`src/rtl/core/mahd_pkg.sv`:
```
// ----------------------------------------------------------------------------
// mahd_pkg
// Types, constants and helpers shared by the meter average / display block.
// ----------------------------------------------------------------------------
package mahd_pkg;

	// window geometry
	localparam int WINDOW_DEPTH = 32;
	localparam int SAMPLE_W     = 10;
	localparam int SUM_W        = SAMPLE_W + $clog2(WINDOW_DEPTH);
	localparam int AVG_W        = 10;

	// register widths
	localparam int LIMIT_W = 11;
	localparam int STEP_W  = 10;
	localparam int THR_W   = STEP_W + 4;
	localparam int SHOWN_W = 16;

	// result widths
	localparam int DIGIT_W = 4;
	localparam int DOT_W   = 2;

	// bus widths
	localparam int APB_ADDR_W = 4;
	localparam int APB_DATA_W = 32;
	localparam int IN_DATA_W  = 16;
	localparam int OUT_DATA_W = 16;
	localparam int OUT_USER_W = 2;

	// reset values
	localparam logic [LIMIT_W-1:0] LIMIT_RST = LIMIT_W'(1000);
	localparam logic [STEP_W-1:0]  STEP_RST  = STEP_W'(6);
	localparam logic [SHOWN_W-1:0] SHOWN_RST = SHOWN_W'(32767);

	// averages at or above this are shown scaled down by ten
	localparam logic [AVG_W-1:0] BIG_LIMIT = AVG_W'(1000);

	// register map, index = paddr[3:2]
	typedef enum logic [1:0] {
		REG_LIMIT = 2'd0,
		REG_STEP  = 2'd1,
		REG_MODE  = 2'd2
	} reg_idx_t;

	// input word kinds
	typedef enum logic {
		KIND_SAMPLE  = 1'b0,
		KIND_DISPLAY = 1'b1
	} kind_t;

	// display formats
	typedef enum logic {
		MODE_VOLTS = 1'b0,
		MODE_MILLI = 1'b1
	} mode_t;

	// dot positions
	typedef enum logic [DOT_W-1:0] {
		DOT_NONE       = 2'd0,
		DOT_AFTER_HIGH = 2'd1,
		DOT_AFTER_MID  = 2'd2
	} dot_t;

	// window status handed to the display path
	typedef struct packed {
		logic             over_flag;
		logic [SUM_W-1:0] sum;
	} win_status_t;

	// x / 100 for x below 1000
	function automatic logic [DIGIT_W-1:0] div100(input logic [AVG_W-1:0] x);
		logic [AVG_W+5:0] p;
		p = {6'd0, x} * (AVG_W+6)'(41);
		return DIGIT_W'(p >> 12);
	endfunction

	// x / 10 for x below 1024
	function automatic logic [6:0] div10(input logic [AVG_W-1:0] x);
		logic [AVG_W+7:0] p;
		p = {8'd0, x} * (AVG_W+8)'(205);
		return 7'(p >> 11);
	endfunction

endpackage

```
`src/rtl/core/mahd_cell.sv`:
```
// ----------------------------------------------------------------------------
// mahd_cell
// One window slot: holds a reading and passes it on when a new one arrives.
// ----------------------------------------------------------------------------
module mahd_cell
	import mahd_pkg::*;
(
	input  logic                clk,
	input  logic                arst_n,
	input  logic                shift,
	input  logic [SAMPLE_W-1:0] din,
	output logic [SAMPLE_W-1:0] dout
);

	logic [SAMPLE_W-1:0] slot_q;

	// slot register, window starts all zero
	always_ff @(posedge clk or negedge arst_n) begin
		if (!arst_n) begin
			slot_q <= '0;
		end else if (shift) begin
			slot_q <= din;
		end
	end

	assign dout = slot_q;

endmodule

```
`src/rtl/core/mahd_window.sv`:
```
// ----------------------------------------------------------------------------
// mahd_window
// Chain of window cells with a running sum and the overflow flag.
// ----------------------------------------------------------------------------
module mahd_window
	import mahd_pkg::*;
(
	input  logic                clk,
	input  logic                arst_n,
	input  logic                sample_take,
	input  logic [SAMPLE_W-1:0] sample,
	input  logic [LIMIT_W-1:0]  overflow_limit,
	output win_status_t         status
);

	logic [SAMPLE_W-1:0] tap [WINDOW_DEPTH+1];
	logic                over;
	logic                push;
	logic [SUM_W-1:0]    sum_q;
	logic                over_flag_q;

	// range check against the limit
	assign over = {1'b0, sample} >= overflow_limit;
	assign push = sample_take && !over;

	// cell chain: newest enters at tap 0, oldest leaves at the far end
	assign tap[0] = sample;
	for (genvar i = 0; i < WINDOW_DEPTH; i++) begin : g_cell
		mahd_cell u_cell (
			.clk    (clk),
			.arst_n (arst_n),
			.shift  (push),
			.din    (tap[i]),
			.dout   (tap[i+1])
		);
	end

	// running sum and flag
	always_ff @(posedge clk or negedge arst_n) begin
		if (!arst_n) begin
			sum_q       <= '0;
			over_flag_q <= 1'b0;
		end else if (sample_take) begin
			over_flag_q <= over;
			if (!over) begin
				sum_q <= sum_q - SUM_W'(tap[WINDOW_DEPTH]) + SUM_W'(sample);
			end
		end
	end

	assign status.over_flag = over_flag_q;
	assign status.sum       = sum_q;

endmodule

```
`src/rtl/core/mahd_display.sv`:
```
// ----------------------------------------------------------------------------
// mahd_display
// Hysteresis decision, digit split and the result output register.
// ----------------------------------------------------------------------------
module mahd_display
	import mahd_pkg::*;
(
	input  logic                  clk,
	input  logic                  arst_n,
	input  logic                  disp_take,
	output logic                  take_ready,
	input  win_status_t           status,
	input  logic [STEP_W-1:0]     hysteresis_step,
	input  logic                  format_mode,
	output logic                  out_valid,
	input  logic                  out_ready,
	output logic [OUT_DATA_W-1:0] out_data,
	output logic [OUT_USER_W-1:0] out_user
);

	logic [AVG_W-1:0]   avg;
	logic               big;
	logic [SHOWN_W-1:0] diff;
	logic [SHOWN_W-1:0] mag;
	logic [THR_W-1:0]   thr;
	logic               draw;
	logic [AVG_W-1:0]   x_show;
	dot_t               dot;
	logic [SHOWN_W-1:0] last_q;

	logic               valid_s1;
	logic               ovf_s1;
	logic               redraw_s1;
	logic [AVG_W-1:0]   x_s1;
	dot_t               dot_s1;

	logic               out_load;
	logic [DIGIT_W-1:0] hi;
	logic [6:0]         q10;
	logic [DIGIT_W-1:0] mid;
	logic [DIGIT_W-1:0] low;
	logic               out_valid_q;
	logic [OUT_DATA_W-1:0] out_data_q;
	logic [OUT_USER_W-1:0] out_user_q;

	// average and distance from what is shown
	assign avg  = AVG_W'(status.sum / WINDOW_DEPTH);
	assign big  = avg >= BIG_LIMIT;
	assign diff = SHOWN_W'(avg) - last_q;
	assign mag  = diff[SHOWN_W-1] ? (~diff + SHOWN_W'(1)) : diff;
	assign thr  = big ? (THR_W'(hysteresis_step) << 3) + (THR_W'(hysteresis_step) << 1)
	                  : THR_W'(hysteresis_step);
	assign draw = !status.over_flag && (mag >= SHOWN_W'(thr));

	// value to split: averages of 1000..1023 drop to 100..102
	always_comb begin
		x_show = avg;
		if (big) begin
			if (avg >= AVG_W'(1020)) begin
				x_show = AVG_W'(102);
			end else if (avg >= AVG_W'(1010)) begin
				x_show = AVG_W'(101);
			end else begin
				x_show = AVG_W'(100);
			end
		end
	end

	// dot position per format
	always_comb begin
		if (format_mode == MODE_VOLTS) begin
			dot = big ? DOT_AFTER_MID : DOT_AFTER_HIGH;
		end else begin
			dot = big ? DOT_AFTER_HIGH : DOT_NONE;
		end
	end

	// pipeline flow
	assign out_load   = valid_s1 && (!out_valid_q || out_ready);
	assign take_ready = !valid_s1 || out_load;

	// stage 1 control and last shown value
	always_ff @(posedge clk or negedge arst_n) begin
		if (!arst_n) begin
			valid_s1 <= 1'b0;
			last_q   <= SHOWN_RST;
		end else begin
			if (disp_take) begin
				valid_s1 <= 1'b1;
			end else if (out_load) begin
				valid_s1 <= 1'b0;
			end
			if (disp_take && draw) begin
				last_q <= SHOWN_W'(avg);
			end
		end
	end

	// stage 1 payload, cleared fields when nothing new is drawn
	always_ff @(posedge clk) begin
		if (disp_take) begin
			ovf_s1    <= status.over_flag;
			redraw_s1 <= status.over_flag || draw;
			x_s1      <= draw ? x_show : '0;
			dot_s1    <= draw ? dot : DOT_NONE;
		end
	end

	// digit split
	assign hi  = div100(x_s1);
	assign q10 = div10(x_s1);
	assign mid = DIGIT_W'(q10 - 7'(hi) * 7'd10);
	assign low = DIGIT_W'(x_s1 - AVG_W'(q10) * AVG_W'(10));

	// output register
	always_ff @(posedge clk or negedge arst_n) begin
		if (!arst_n) begin
			out_valid_q <= 1'b0;
		end else if (out_load) begin
			out_valid_q <= 1'b1;
		end else if (out_ready) begin
			out_valid_q <= 1'b0;
		end
	end

	always_ff @(posedge clk) begin
		if (out_load) begin
			out_data_q <= {2'b00, dot_s1, low, mid, hi};
			out_user_q <= {redraw_s1, ovf_s1};
		end
	end

	assign out_valid = out_valid_q;
	assign out_data  = out_data_q;
	assign out_user  = out_user_q;

endmodule

```
`src/rtl/core/meter_average_hysteresis_display.sv`:
```
// ----------------------------------------------------------------------------
// meter_average_hysteresis_display
// Meter channel: 32-reading moving average with hysteresis-gated display.
// ----------------------------------------------------------------------------
//  channel   dir  width                fields (low bit first)
//  s_axis    in   tdata 16, tuser 1    tdata: sample[9:0]; tuser: kind
//  m_axis    out  tdata 16, tuser 2    tdata: digit_high, digit_mid, digit_low,
//                                      dot_place; tuser: overflow, redraw
//  apb       in   paddr 4, pwdata 32   0x0 overflow_limit, 0x4 hysteresis_step,
//                                      0x8 format_mode
//
//  One word accepted per cycle while s_axis_tready is high; a sample
//  updates the running sum when it is accepted, the window cells shifting
//  together. A display word passes the decision stage, then the digit
//  split into the output register, before its result appears.
//  Reset clears the cells, sum and flags at once; no clearing pass.
//  s_axis_tready drops only while both pipeline stages hold words and the
//  output is stalled; samples produce no result.
// ----------------------------------------------------------------------------
module meter_average_hysteresis_display
	import mahd_pkg::*;
(
	input  logic                  clk,
	input  logic                  arst_n,
	// sample / display request stream
	input  logic                  s_axis_tvalid,
	output logic                  s_axis_tready,
	input  logic [IN_DATA_W-1:0]  s_axis_tdata,  // [9:0] sample, rest zero
	input  logic                  s_axis_tuser,  // [0] kind
	// display result stream
	output logic                  m_axis_tvalid,
	input  logic                  m_axis_tready,
	output logic [OUT_DATA_W-1:0] m_axis_tdata,  // [3:0] digit_high, [7:4] digit_mid,
	                                             // [11:8] digit_low, [13:12] dot_place
	output logic [OUT_USER_W-1:0] m_axis_tuser,  // [0] overflow, [1] redraw
	// configuration
	input  logic                  psel,
	input  logic                  penable,
	input  logic                  pwrite,
	input  logic [APB_ADDR_W-1:0] paddr,
	input  logic [APB_DATA_W-1:0] pwdata,
	output logic [APB_DATA_W-1:0] prdata,
	output logic                  pready
);

	logic [LIMIT_W-1:0] limit_q;
	logic [STEP_W-1:0]  step_q;
	logic               mode_q;
	logic               cfg_wr;
	reg_idx_t           reg_idx;
	logic               in_take;
	logic               sample_take;
	logic               disp_take;
	win_status_t        status;

	// register file
	assign pready  = 1'b1;
	assign cfg_wr  = psel && penable && pwrite && pready;
	assign reg_idx = reg_idx_t'(paddr[3:2]);

	always_ff @(posedge clk or negedge arst_n) begin
		if (!arst_n) begin
			limit_q <= LIMIT_RST;
			step_q  <= STEP_RST;
			mode_q  <= MODE_VOLTS;
		end else if (cfg_wr) begin
			unique case (reg_idx)
				REG_LIMIT: limit_q <= pwdata[LIMIT_W-1:0];
				REG_STEP:  step_q  <= pwdata[STEP_W-1:0];
				REG_MODE:  mode_q  <= pwdata[0];
				default: ;
			endcase
		end
	end

	// register readback
	always_comb begin
		unique case (reg_idx)
			REG_LIMIT: prdata = APB_DATA_W'(limit_q);
			REG_STEP:  prdata = APB_DATA_W'(step_q);
			REG_MODE:  prdata = APB_DATA_W'(mode_q);
			default:   prdata = '0;
		endcase
	end

	// input word split by kind
	assign in_take     = s_axis_tvalid && s_axis_tready;
	assign sample_take = in_take && (s_axis_tuser == KIND_SAMPLE);
	assign disp_take   = in_take && (s_axis_tuser == KIND_DISPLAY);

	mahd_window u_window (
		.clk            (clk),
		.arst_n         (arst_n),
		.sample_take    (sample_take),
		.sample         (s_axis_tdata[SAMPLE_W-1:0]),
		.overflow_limit (limit_q),
		.status         (status)
	);

	mahd_display u_display (
		.clk             (clk),
		.arst_n          (arst_n),
		.disp_take       (disp_take),
		.take_ready      (s_axis_tready),
		.status          (status),
		.hysteresis_step (step_q),
		.format_mode     (mode_q),
		.out_valid       (m_axis_tvalid),
		.out_ready       (m_axis_tready),
		.out_data        (m_axis_tdata),
		.out_user        (m_axis_tuser)
	);

endmodule

```
`config.mk`:
```
export PLATFORM = sky130hd
export DESIGN_NAME = meter_average_hysteresis_display
export DESIGN_NICKNAME = d
export VERILOG_FILES = /design/src/rtl/core/mahd_pkg.sv /design/src/rtl/core/mahd_cell.sv /design/src/rtl/core/mahd_window.sv /design/src/rtl/core/mahd_display.sv /design/src/rtl/core/meter_average_hysteresis_display.sv
export SDC_FILE = /design/constraint.sdc
export NUM_CORES = 1
export LEC_CHECK = 0
export BUFFER_PORTS_ARGS = -buffer_cell sky130_fd_sc_hd__clkbuf_2
export CAP_MARGIN = 20
export CORE_ASPECT_RATIO = 0.6
export CORE_MARGIN = 2
export CORE_UTILIZATION = 54
export DETAILED_ROUTE_END_ITERATION = 8
export PLACE_DENSITY = 0.81
export SLEW_MARGIN = 20
export SYNTH_ARGS = -nofsm -noshare
export SYNTH_HDL_FRONTEND = slang
export SYNTH_SLANG_ARGS = --single-unit
```
`constraint.sdc`:
```
create_clock -name clk -period 7.31 [get_ports clk]
set_clock_uncertainty 0.15 [all_clocks]
set_input_delay 0.3655 -clock clk [delete_from_list [all_inputs] [get_ports clk]]
set_output_delay 0.3655 -clock clk [all_outputs]
set_load 0.005 [all_outputs]
```
After elaboration in Yosys (flattened, before gate mapping)
Index checks and enable logic that the tools add are counted.
{"block": "op_classes", "addsub": 7, "multipliers": 4, "n_lt_le_gt_ge": 5, "n_eq_ne": 2, "n_mux": 13, "bitwise": 3, "reduce_logical": 23}
{"op": "$pmux 11 s3", "n": 1}
{"op": "$ge 10x10->1 const B", "n": 3}
{"op": "$mul 10x8->18 const B", "n": 1}
{"op": "$add 16x1->16 const B", "n": 1}
{"op": "$ge 16x14->1", "n": 1}
{"op": "$mul 10x6->16 const B", "n": 1}
{"op": "$mux 16", "n": 1}
{"op": "$not 16->16", "n": 1}
{"op": "$sub 10x15->16", "n": 1}
{"op": "$add 15x10->15", "n": 1}
{"op": "$sub 15x10->15", "n": 1}
{"op": "$add 13x11->14", "n": 1}
{"op": "$mux 14", "n": 1}
{"op": "$ge 10x11->1", "n": 1}
{"op": "$mux 10", "n": 1}
{"op": "$logic_and 1x1->1", "n": 9}
{"op": "$reduce_and 2->1", "n": 4}
{"op": "$sub 4x4->4", "n": 2}
{"op": "$mul 7x3->3 const B", "n": 1}
{"op": "$mux 1", "n": 6}
{"op": "$mux 2", "n": 3}
{"op": "$logic_not 1->1", "n": 4}
{"op": "$mul 4x3->3 const B", "n": 1}
{"op": "$reduce_bool 2->1", "n": 2}
{"op": "5 further kinds", "n": 8}
{"block": "totals", "register_bits": 405, "in_bits": 60, "out_inout_bits": 53, "elab_cells": 103}

Longest topological paths before layout
Gate-level depths: netlist of the first run.
{"block": "depth", "depth_word": 7, "ltp_mapped": 22, "depth_no_buf": 22}

By module
A second synthesis of the first run with hierarchy kept.
{"block": "hier_totals", "cells_unflattened": 1511, "hier_area_um2": 21383.0}
{"module": "mahd_cell", "instances": 32, "cells_per_inst": 21, "area_per_inst_um2": 411.6, "seq_area_each_um2": 250.2}
{"module": "mahd_display", "instances": 1, "cells_per_inst": 523, "area_per_inst_um2": 5185.0, "seq_area_each_um2": 1239.9}
{"module": "mahd_window", "instances": 1, "cells_per_inst": 214, "area_per_inst_um2": 1771.7, "seq_area_each_um2": 400.4}
{"module": "meter_average_hysteresis_display", "instances": 1, "cells_per_inst": 102, "area_per_inst_um2": 1253.7, "seq_area_each_um2": 560.5}

Least setup slack after synthesis of the first run
Ideal clock, no wire load.
{"block": "synth_timing", "path_kind": "register to register", "from": "reg u_display.x_s1[3]", "to": "reg u_display.out_data_q[7], in the netlist u_display.out_data[7] (data pin)", "setup_ns": 0.258, "arrival_ns": 4.925, "required_time_ns": 6.902, "setup_slack_ns": 1.978, "path_stages_with_launch": 21, "n_path_buf": 0, "period_less_slack_ns": 5.332, "cell_sequence": "edfxtp_1 > ha_1 > inv_1 > fa_1 > inv_1 > fa_1 > fa_1 > ha_1 > nand3_1 > o2111a_1 > nor2b_1 > o21a_1 > or2_2 > ha_1 > fa_1 > xnor2_1 > xnor2_1 > xnor2_1 > xnor2_1 > xnor2_1 > xnor2_1"}
{"block": "synth_between", "elab_chain_len": 3, "word_cells_on_any_way": 4, "cone_classes": "1 x add/sub; 3 x mul"}
{"item": "start: declaration", "line": "mahd_display.sv:34", "source": "logic [AVG_W-1:0] x_s1;"}
{"item": "start signal: assignment", "line": "mahd_display.sv:104", "source": "x_s1 <= draw ? x_show : '0;"}
{"item": "$mul 10x6->16", "line": "mahd_pkg.sv:73", "source": "p = {6'd0, x} * (AVG_W+6)'(41);"}
{"item": "$mul 4x3->3", "line": "mahd_display.sv:112", "source": "assign mid = DIGIT_W'(q10 - 7'(hi) * 7'd10);"}
{"item": "$sub 4x4->4 *", "line": "mahd_display.sv:112"}
{"item": "via u_display.mid[3]", "line": "mahd_display.sv:40", "source": "logic [DIGIT_W-1:0] mid;"}
{"item": "end signal: assignment", "line": "mahd_display.sv:128", "source": "out_data_q <= {2'b00, dot_s1, low, mid, hi};"}
{"item": "end: declaration", "line": "mahd_display.sv:43", "source": "logic [OUT_DATA_W-1:0] out_data_q;"}
The timed path passes the listed nets; every way through them passes the cells marked *.
A chain may end at the register's enable or synchronous reset.

Worst setup path in the final report of the first run
Same ends and word-level chain as after synthesis.

==> run summary, run 1 <==
- Routability Congestion: 0.875
- post-synthesis register bit count: 401
- net total in the final layout: 1817
- count of different cell masters after synthesis: 68
- WP data arrival: 5880 ps
- Worst R2R Setup Slack: 1560 ps
- Detailed Route WL: 34.0 mm
- clock transition at the register clock pins on the worst setup and hold paths after CTS: 70 ps
- count of input and output buffers: 59
- worst-path maximum fanout: 7
- final-report hold violation count: 0
- highest-count cells in the layout ignoring fill and taps: dfrtp_1 (352), mux2_2 (332), inv_1 (148)
- global-route usage over all layers: 18.4%
- post-synth design cell area: 19900 um^2
- via/cell ratio: 5.37
- vias post-DR: 11200
- Initial Utilization: 54.8%
- Leak: 11.1 nW
- fin area: 21800 um^2
- most used flip-flop cell after synthesis: dfrtp_1
- Overall Power: 9.42 mW
- count of inserted antenna diode cells: 0
- share of flip-flops with an asynchronous set or reset after synthesis: 92.5%
- placement-stage cell area: 20500 um^2
- clock period minus worst slack: 5750 ps
- synthesized instance count: 1531
- first-pass GRT wire length: 58.0 mm
- fmax: 174 MHz
- detail-routed net length per standard cell: 16.2 um
- detailed placement HPWL: 23.2 mm
- setup repair after global routing missed its margin: false
- power per standard cell area: 431 nW/um^2
- critical path class: flip-flop to flip-flop
- detailed router's first-iteration violation count: 549
- Post-CTS Setup Bufs: 0
- worst ir drop on vdd: 0.291 mV
- total of endpoints with negative setup slack in the final report: 0
- most common cell after layout, fill and taps aside: dfrtp_1
- result of the run: finished clean
- GR Util met3: 4.32%
- number of max-slew violations in the final report: 0
- most heavily used metal layer in global routing: met2
- Worst R2R Start: u_display.x_s1[3]
- fraction of the yosys area taken by sequential cells: 51.3%
- final critical-path share of the clock period: 78.7%
- hold_sp: s_axis_tdata[0]
- floorplan die area: 38400 um^2
- M2 GR Usage: 28.0%
- Critical Path Source: u_display.x_s1[3]
- Routed Antenna Nets: 0
- Post-route DRC: 0
- number of maximum-capacitance constraint violations: 0
- Critical Path Source Type: flip-flop
- clk sinks: 401
- Pre-antenna DRT Iters: 5
- Max H-tree Level: 2
- cell at the root of the clock tree: clkbuf_16
- vias in the first global route: 11800
- count of flip-flops with a built-in enable after synthesis: 30
- overall overflow remaining after global route: 0
- worst reg2reg path depth: 20
- number of antenna violations at the first check in global routing: 0
- kind of path behind the tightest hold check: input port to flip-flop
- CTS tree: built
- Final Core Density: 60.2%
- final sum of negative setup slack: 0 ps
- type of destination of the critical path: flip-flop
- number of buffers created by CTS: 36
- floorplan die height: 153 um
- Avg Synthesized Cell Area: 13.0 um^2
- met1 routing resource usage after global routing: 26.7%
- Worst setup endpoint: u_display.out_data[7]
- largest net degree at the start of global routing: 211
- synthesis-to-finish area growth: 9.82%
- standard-cell rows: 54
- required time of the worst setup path: 7440 ps
- worst skew pair latency: 540 ps
- die width: 252 um
- # IOs: 113
- number of warnings issued by yosys: 0
- relative slew slack: 28.6%
- transition at the pin with the smallest max-transition slack: 1070 ps
- fraction of final layout cells sized beyond drive strength 1: 30.4%
- clk buf depth: 3
- area of the core region: 36300 um^2
- capture instance of the worst register-to-register path: u_display.out_data[7]
## layout make-up
class | count | area, um^2
Multi-Input combinational cell | 925 | 8780
Fill cell | 2714 | 14400
Timing Repair Buffer | 79 | 513
Sequential cell | 401 | 10200
Clock inverter | 14 | 153
Clock buffer | 50 | 1030
Inverter | 148 | 556
Tap cell | 476 | 596
## metal layers
metal  part of all wire, %  up-vias
li1                      -     5365
met1                    49     5608
met2                    44      204
met3                   5.4       54
met4                   1.9        0
met5                     0        -
## metrics by stage
stage                     worst slack, ps  hold WS [ps]  std cells
after floorplan                      1980         -80.1       1553
after global placement               1650           270       2016
after CTS                            1540          16.4       2093
final                                1560          48.0       2093
after detailed placement             1550           259       2016
after global routing                 1240          38.8       2093
## cell families after synthesis
| logic type | Yosys count | share of synthesized area, % |
|---|---|---|
| other | 2 | 0.0378 |
| muxes | 359 | 20.2 |
| and+or+nand+nor | 167 | 4.06 |
| DFF | 401 | 51.3 |
| AOI/OAI and AO/OA | 157 | 5.29 |
| xor gates and xnor gates | 52 | 2.33 |
| adders and majority gates | 166 | 11.8 |
| buffers and inverters | 227 | 5.00 |
## state kept, by name (all words and copies together), names as in the netlist
signal	count
u_display.redraw_s1	1
mode_q	1
u_display.last_q	11
u_display.valid_s1	1
u_display.out_data	14
u_display.x_s1	10
u_display.ovf_s1	1
u_display.dot_s1	2
u_display.out_user	2
step_q	10
u_window.over_flag_q	1
u_window.sum_q	15
u_display.out_valid	1
limit_q	11
u_window.g_cell.u_cell.dout	320
## report_power, final
group	switching, mW	internal [mW]
registers	0.282	2.82
logic	2.39	2.02
clock network	0.812	1.10
## critical path, cell delays in order (launching register included)
cell      delay, ps
edfxtp_1        570
ha_1            390
inv_1            60
fa_1            560
inv_1            70
fa_1            510
fa_1            490
ha_1            320
nand3_1          80
o2111a_1        230
nor2b_1          70
o21a_1          180
or2_2           330
ha_1            210
fa_1            400
xnor2_1         150
xnor2_1         190
xnor2_1         150
xnor2_1         150
xnor2_1         150
xnor2_1          80
## how the worst min path moves through the flow
| stage | endpoint | slack (ps) | cells after the start |
|---|---|---|---|
| 4_1_cts | u_window.g_cell[0].u_cell.dout[0] | 20 | 3 |
| 5_1_grt | u_window.g_cell[0].u_cell.dout[0] | 40 | 3 |
| 2_1_floorplan | limit_q[0] | -80 | 0 |
| 3_5_place_dp | u_display.out_user[1] | 260 | 0 |
| 3_3_place_gp | u_display.out_user[0] | 270 | 0 |
| 6_report | u_window.g_cell[0].u_cell.dout[0] | 50 | 3 |
## cells in the mapped netlist (all sizes together), types with 8 or more instances
cell type | count | share of area (%)
a21o | 19 | 0.72
xor2 | 11 | 0.52
fa | 35 | 3.5
nand2b | 9 | 0.28
nor2b | 8 | 0.25
and3 | 9 | 0.29
xnor2 | 41 | 1.8
edfxtp | 30 | 4.5
o21a | 8 | 0.34
nand2 | 45 | 0.86
nor2 | 47 | 0.89
dfrtp | 352 | 44
ha | 131 | 8.2
nor3 | 15 | 0.43
nand3 | 12 | 0.30
dfstp | 19 | 2.5
a21oi | 42 | 1.1
mux2i | 23 | 1.2
inv | 148 | 2.8
clkbuf | 21 | 0.40
o21bai | 8 | 0.30
buf | 58 | 1.8
mux2 | 336 | 19
o21ai | 44 | 1.1
## what timing repair did
action                                 4_1_cts  5_1_grt
resized for setup                            0        0
endpoints found under the hold margin      125        0
hold buffers                                13        0
Note: power is estimated with default switching activity, not from simulation.
==> inputs of run 2 (changes only) <==
--- a/config.mk
+++ b/config.mk
@@ -11,7 +11,7 @@
 export CORE_MARGIN = 2
 export CORE_UTILIZATION = 54
 export DETAILED_ROUTE_END_ITERATION = 8
-export PLACE_DENSITY = 0.81
+export PLACE_DENSITY = 0.84
 export SLEW_MARGIN = 20
 export SYNTH_ARGS = -nofsm -noshare
 export SYNTH_HDL_FRONTEND = slang
==> constraint.sdc (replaced) <==
create_clock -name clk -period 4.8 [get_ports clk]
set_clock_uncertainty 0.15 [all_clocks]
set_input_delay 0.24 -clock clk [delete_from_list [all_inputs] [get_ports clk]]
set_output_delay 0.24 -clock clk [all_outputs]
set_load 0.005 [all_outputs]
==> run summary, run 2 (synthesis results as in run 1) <==
- required time of the worst setup path: 4960 ps, was 7440 ps
- placement-stage cell area: 21000 um^2, was 20500 um^2
- kind of path behind the tightest hold check: input port to flip-flop, unchanged
- standard-cell rows: 54, unchanged
- clock transition at the register clock pins on the worst setup and hold paths after CTS: 70 ps, about the same
- critical path class: flip-flop to flip-flop, unchanged
- relative slew slack: 26.2%, was 28.6%
- count of inserted antenna diode cells: 0, unchanged
- cell internal pwr: 10.1 mW, was 5.94 mW
- Hold Worst Slack: 98.0 ps, was 48.0 ps
- final-report hold violation count: 0, unchanged
- transition at the pin with the smallest max-transition slack: 1110 ps, was 1070 ps
- overall overflow remaining after global route: 0, unchanged
- Switching Power: 5.95 mW, was 3.48 mW
- Initial Utilization: 54.8%, unchanged
- worst setup slack after layout: -527 ps, was 1560 ps
- power per standard cell area: 702 nW/um^2, was 431 nW/um^2
- net total in the final layout: 1891, was 1817
- worst reg2reg path depth: 20, unchanged
- fraction of final layout cells sized beyond drive strength 1: 35.5%, was 30.4%
- number of cells on the worst hold path: 4, was 3
- first-pass GRT wire length: 59.9 mm, was 58.0 mm
- detail-routed net length per standard cell: 16.7 um, was 16.2 um
- via/cell ratio: 5.34, was 5.37
- final sum of negative setup slack: -1080 ps, was 0 ps
- Routed Antenna Nets: 0, unchanged
- global-route usage over all layers: 19.0%, was 18.4%
- number of maximum-capacitance constraint violations: 0, unchanged
- count of input and output buffers: 59, unchanged
- area of the core region: 36300 um^2, unchanged
- Final Core Density: 63.1%, was 60.2%
- total of endpoints with negative setup slack in the final report: 17, was 0
- detailed placement HPWL: 24.0 mm, was 23.2 mm
- Net Sw Frac: 37.1%, was 37.0%
- largest net degree at the start of global routing: 185, was 211
- final critical-path share of the clock period: 111%, was 78.7%
- fin area: 22900 um^2, was 21800 um^2
- worst slack at placement: -548 ps, was 1550 ps
- die width: 252 um, unchanged
- worst-path maximum fanout: 4, was 7
- number of buffers created by CTS: 37, was 36
- floorplan die height: 153 um, unchanged
- detailed router's first-iteration violation count: 628, was 549
- Leak: 11.5 nW, was 11.1 nW
- vias in the first global route: 12000, was 11800
- Routability Congestion: 0.861, was 0.875
- floorplan die area: 38400 um^2, unchanged
- setup repair after global routing missed its margin: true, was false
- Post-Place Cells: 2064, was 2016
- fmax: 188 MHz, was 174 MHz
- highest-count cells in the layout ignoring fill and taps: dfrtp_1 (352), mux2_2 (332), inv_1 (142), was dfrtp_1 (352), mux2_2 (332), inv_1 (148)
- most common cell after layout, fill and taps aside: dfrtp_1, unchanged
- clk sinks: 401, unchanged
- type of destination of the critical path: flip-flop, unchanged
- cell at the root of the clock tree: clkbuf_16, unchanged
- worst skew pair latency: 570 ps, was 540 ps
- Max H-tree Level: 2, unchanged
- clk buf depth: 3, unchanged
- sequential fraction of design power: 29.4%, was 32.9%
- non-filler cells in the finished layout: 2167, was 2093
- Overall Power: 16.1 mW, was 9.42 mW
- clock period minus worst slack: 5330 ps, was 5750 ps
- WP data arrival: 5480 ps, was 5880 ps
- Post-route DRC: 0, unchanged
- Pre-antenna DRT Iters: 5, unchanged
- Clk network pwr share: 18.4%, was 20.3%
- combinational share of power: 52.2%, was 46.8%
- worst ir drop on vdd: 0.528 mV, was 0.291 mV
- Critical Path Source Type: flip-flop, unchanged
- violations in the final reports: negative setup slack
- vias post-DR: 11600, was 11200
- Detailed Route WL: 36.1 mm, was 34.0 mm
- flip-flop count of the largest register after layout: 320, unchanged
- # IOs: 113, unchanged
- CTS tree: built, unchanged
- number of max-slew violations in the final report: 0, unchanged
- synthesis-to-finish area growth: 15.1%, was 9.82%
- number of antenna violations at the first check in global routing: 0, unchanged
- result of the run: finished, violations left, was finished clean
## run 2: cell count changes in the layout (fill, tap and decap cells not counted), moves of 5 or more
cell           before  now
nor3_1             14    8
ha_4                0    8
ha_1              131  121
buf_4               5   56
inv_1             148  142
inv_2               0    6
dlygate4sd3_1      13   26
buf_12              2    7
## run 2: final timing paths
check / from / endpoint / slack, ps
setup / recovery: u_display.x_s1[3] / u_display.out_data[7] / -530
hold / removal: penable / mode_q / 100
setup reg to reg: u_display.x_s1[3] / u_display.out_data[7] / -530
hold reg to reg: u_display.redraw_s1 / u_display.out_user[1] / 290
max in group asynchronous: arst_n / u_window.g_cell[17].u_cell.dout[9] / 3260
min in group asynchronous: arst_n / u_window.g_cell[15].u_cell.dout[1] / 130
## run 2: routing by layer
layer	track usage [%]	wire length (um)
met3	3.54	1640
met2	29.7	16600
met1	27.9	17300
met4	4.31	592
met5	0	0
## run 2: cell type report
cell class,instances,area (um^2)
Clock buffer,53,1080
Clock inverter,12,166
Fill cell,2616,13400
Inverter,148,556
Multi-Input combinational cell,925,9110
Sequential cell,401,10200
Tap cell,476,596
Timing Repair Buffer,152,1170
## run 2: worst max-delay path, cell delays in order, from the launching register on
cell and delay (ps):
edfxtp_1 520, ha_4 330, inv_2 30, fa_1 490, inv_2 40, fa_1 480
fa_1 520, ha_4 300, nand3_2 60, o2111a_1 280, nor2b_2 130, nor3_1 50
or2_4 260, ha_4 160, fa_2 370, xnor2_2 150, xnor2_1 140, xnor2_1 210
xnor2_1 160, xnor2_1 110, xnor2_1 120
## run 2: repair_timing
| item | 4_1_cts | 5_1_grt |
|---|---|---|
| buffers inserted | 5 | 9 |
| pin swaps | 3 | 37 |
| hold endpoints to repair | 126 | 0 |
| resized for setup | 4 | 60 |
| setup endpoints to repair | 18 | 27 |
| cloned | 0 | 0 |
| hold buffers | 26 | 0 |
## run 2: power groups by stage
stage               Clock, mW  Combinational, mW  Sequential [mW]
global placement            0               6.98             4.70
global route             3.18               9.37             4.80
CTS                      3.03               7.61             4.70
floorplan                   0               5.42             4.62
finish                   2.96               8.38             4.72
detailed placement          0               7.38             4.75
==> inputs of run 3 (changes only) <==
--- a/config.mk
+++ b/config.mk
@@ -5,6 +5,7 @@
 export SDC_FILE = /design/constraint.sdc
 export NUM_CORES = 1
 export LEC_CHECK = 0
+export ABC_AREA = 1
 export BUFFER_PORTS_ARGS = -buffer_cell sky130_fd_sc_hd__clkbuf_2
 export CAP_MARGIN = 20
 export CORE_ASPECT_RATIO = 0.6
==> run summary, run 3 <==
- result of the run: finished, violations left, unchanged
- violations in the final reports: negative setup slack, unchanged
- Routed Antenna Nets: 0, unchanged
- setup repair after global routing missed its margin: true, unchanged
- most common cell after layout, fill and taps aside: nand2_1, was dfrtp_1
- CTS tree: built, unchanged
- hold_sp: s_axis_tvalid, was penable
- count of flip-flops with a built-in enable after synthesis: 30, unchanged
- critical path class: flip-flop to flip-flop, unchanged
- clk buf depth: 3, unchanged
- Initial Utilization: 54.9%, was 54.8%
- vias in the first global route: 14500, was 12000
- standard-cell rows: 54, unchanged
- highest-count cells in the layout ignoring fill and taps: nand2_1 (1109), dfrtp_1 (352), inv_1 (223), was dfrtp_1 (352), mux2_2 (332), inv_1 (142)
- worst setup slack after layout: -163 ps, was -527 ps
- final critical-path share of the clock period: 103%, was 111%
- Detailed Route WL: 40.7 mm, was 36.1 mm
- number of max-slew violations in the final report: 0, unchanged
- type of destination of the critical path: flip-flop, unchanged
- synthesis-to-finish area growth: 12.6%, was 15.1%
- Worst R2R Start: u_display.x_s1[2], was u_display.x_s1[3]
- WP data arrival: 5100 ps, was 5480 ps
- Critical Path Source Type: flip-flop, unchanged
- power per standard cell area: 704 nW/um^2, was 702 nW/um^2
- net total in the final layout: 2670, was 1891
- number of cells on the worst hold path: 5, was 4
- Pre-antenna DRT Iters: 6, was 5
- Max H-tree Level: 2, unchanged
- Worst R2R Setup Slack: -160 ps, was -530 ps
- Leak: 12.5 nW, was 11.5 nW
- fraction of the yosys area taken by sequential cells: 50.9%, was 51.3%
- floorplan die area: 38700 um^2, was 38400 um^2
- overall overflow remaining after global route: 0, unchanged
- worst ir drop on vdd: 0.577 mV, was 0.528 mV
- die width: 253 um, was 252 um
- sink of the worst hold path: u_display.last_q[0], was mode_q
- worst slack at placement: -313 ps, was -548 ps
- post-synthesis register bit count: 401, unchanged
- transition at the pin with the smallest max-transition slack: 976 ps, was 1110 ps
- most used flip-flop cell after synthesis: dfrtp_1, unchanged
- Post-route DRC: 0, unchanged
- kind of path behind the tightest hold check: input port to flip-flop, unchanged
- post-synth design cell area: 20000 um^2, was 19900 um^2
- portion of synthesized cell area occupied by the leading cell type: 43.9%, was 44.3%
- commonest cells in the netlist: nand2_1 (1112), dfrtp_1 (352), inv_1 (230), was dfrtp_1 (352), mux2_2 (332), inv_1 (148)
- worst-path cell chain: ha_4, inv_2, fa_1, fa_1, inv_2, fa_1, ha_4, a21oi_2, o211ai_1, a21oi_2, o21bai_2, xor2_2, inv_1, fa_2, xnor2_2, xnor2_1, xor2_1, was ha_4, inv_2, fa_1, inv_2, fa_1, fa_1, ha_4, nand3_2, o2111a_1, nor2b_2, nor3_1, or2_4, ha_4, fa_2, xnor2_2, xnor2_1, xnor2_1, xnor2_1, xnor2_1, xnor2_1
- required time of the worst setup path: 4930 ps, was 4960 ps
- via/cell ratio: 5.07, was 5.34
- Hold Worst Slack: 118 ps, was 98.0 ps
- Routability Congestion: 0.937, was 0.861
- fmax: 201 MHz, was 188 MHz
- global-route usage over all layers: 21.6%, was 19.0%
- detail-routed net length per standard cell: 13.8 um, was 16.7 um
- worst skew pair latency: 540 ps, was 570 ps
- share of flip-flops with an asynchronous set or reset after synthesis: 92.5%, unchanged
- Crit path largest cell delay: 530 ps, was 520 ps
- clock transition at the register clock pins on the worst setup and hold paths after CTS: 70 ps, about the same
- floorplan die height: 153 um, about the same
- biggest area contributors in the synthesized netlist: dfrtp_1 (44%), nand2_1 (21%), ha_1 (8.3%), was dfrtp_1 (44%), mux2_2 (19%), ha_1 (8.2%)
- largest net degree at the start of global routing: 203, was 185
- cell accounting for the most synthesized area: dfrtp_1, unchanged
- final-report hold violation count: 0, unchanged
- number of buffers created by CTS: 36, was 37
- number of warnings issued by yosys: 0, unchanged
- Critical-path top delay cell: fa_1, was edfxtp_1
- number of antenna violations at the first check in global routing: 0, unchanged
- area of the core region: 36500 um^2, was 36300 um^2
- flip-flop count of the largest register after layout: 320, unchanged
- number of maximum-capacitance constraint violations: 0, unchanged
- clk sinks: 401, unchanged
- total of endpoints with negative setup slack in the final report: 2, was 17
- vias post-DR: 14900, was 11600
- capture instance of the worst register-to-register path: u_display.out_data[7], unchanged
- relative slew slack: 34.9%, was 26.2%
- detailed placement HPWL: 25.7 mm, was 24.0 mm
- count of inserted antenna diode cells: 0, unchanged
- critical path's most frequent cell: fa_1, was xnor2_1
- count of input and output buffers: 59, unchanged
- Avg Synthesized Cell Area: 8.51 um^2, was 13.0 um^2
- worst-path maximum fanout: 3, was 4
- # IOs: 113, unchanged
- worst reg2reg path depth: 17, was 20
- synthesized instance count: 2355, was 1531
- fraction of final layout cells sized beyond drive strength 1: 9.35%, was 35.5%
- cell at the root of the clock tree: clkbuf_16, unchanged
- count of different cell masters after synthesis: 41, was 68
- clock period minus worst slack: 4960 ps, was 5330 ps
- first-pass GRT wire length: 69.9 mm, was 59.9 mm
- detailed router's first-iteration violation count: 1468, was 628
- most numerous cell in the Yosys netlist: nand2_1, was dfrtp_1
-- run 3: changes by cell type in the layout (fill, tap and decap cells not counted), moves of 12 or more --
| cell | previous run | this run |
|---|---|---|
| buf_4 | 56 | 44 |
| xnor2_1 | 37 | 17 |
| nand3_1 | 11 | 36 |
| nand4_1 | 3 | 15 |
| o21ai_0 | 35 | 93 |
| inv_1 | 142 | 223 |
| mux2i_1 | 21 | 2 |
| a21o_1 | 19 | 0 |
| mux2_2 | 332 | 0 |
| nand2_1 | 44 | 1109 |
-- run 3: how the worst max path moves through the flow --
stage | startpoint | to | slack, ps | cells past startpoint
3_5_place_dp | u_display.x_s1[2] | u_display.out_data[7] | -310 | 19
3_3_place_gp | u_display.x_s1[2] | u_display.out_data[7] | -180 | 19
2_1_floorplan | u_display.x_s1[3] | u_display.out_data[7] | 5 | 19
4_1_cts | u_display.x_s1[3] | u_display.out_data[7] | -70 | 19
5_1_grt | u_display.x_s1[2] | u_display.out_data[7] | -340 | 19
6_report | u_display.x_s1[2] | u_display.out_data[7] | -160 | 17
-- run 3: timing repair --
item | 4_1_cts | 5_1_grt
endpoints found under the hold margin | 132 | 0
pin swaps | 30 | 13
setup endpoints to repair | 3 | 3
setup buffers | 12 | 2
gates resized for setup | 23 | 6
hold buffers | 27 | 0
-- run 3: layer usage --
layer	track usage, %	share of wire (%)	vias up
met3	3.53	4.6	85
met2	33.0	45	356
met5	0	0	-
met4	5.61	2.2	0
met1	32.2	48	7109
li1	-	-	7389
-- run 3: logic make-up (layout without fill, tap and decap cells) --
group,after synthesis,in the layout,share of synthesized area [%]
AND/OR/NAND/NOR,1240,1240,24.1
flip-flops,401,401,50.9
other,2,24,0.0375
buffers and inverters,341,434,7.08
adder cells (fa/ha/maj),168,168,11.8
AO/OA/AOI/OAI,161,161,4.25
XOR/XNOR,40,40,1.75
multiplexers,2,2,0.0999
-- run 3: worst max-delay path, delay by kind of cell, from the launching register on --
family	cells	cell delay, ps
buf+inv	3	150
flops	1	500
fa+ha+maj	6	2530
compound gates	4	730
xor+xnor	4	640
-- run 3: cell type report --
cell class / instances / area, um^2
clock inverter: 18 / 194
tap: 476 / 596
timing repair buffer: 136 / 1030
inverter: 232 / 881
sequential: 401 / 10200
clock buffer: 48 / 1020
fill: 2899 / 13900
multi-input combinational: 1635 / 8660
-- run 3: power by group --
group	leakage [nW]	switching (mW)	internal, mW
clock	0.595	1.34	1.64
sequential	5.23	0.556	4.53
combinational	6.69	4.46	3.38
total	12.5	6.35	9.55
-- run 3: per-stage QoR --
| step | TNS, ps | utilization (%) | instance area (um^2) | instances | total power, mW |
|---|---|---|---|---|---|
| 2_1_floorplan | 0 | - | 20100 | 2377 | 10.3 |
| 3_3_place_gp | -179 | 57.1 | 20800 | 2839 | 11.7 |
| 3_5_place_dp | -380 | 57.1 | 20800 | 2839 | 12.1 |
| 4_1_cts | -107 | 61.7 | 22500 | 2944 | 15.7 |
| 5_1_grt | -618 | 61.9 | 22600 | 2946 | 17.4 |
| 6_report | -201 | 61.9 | 22600 | 2946 | 15.9 |
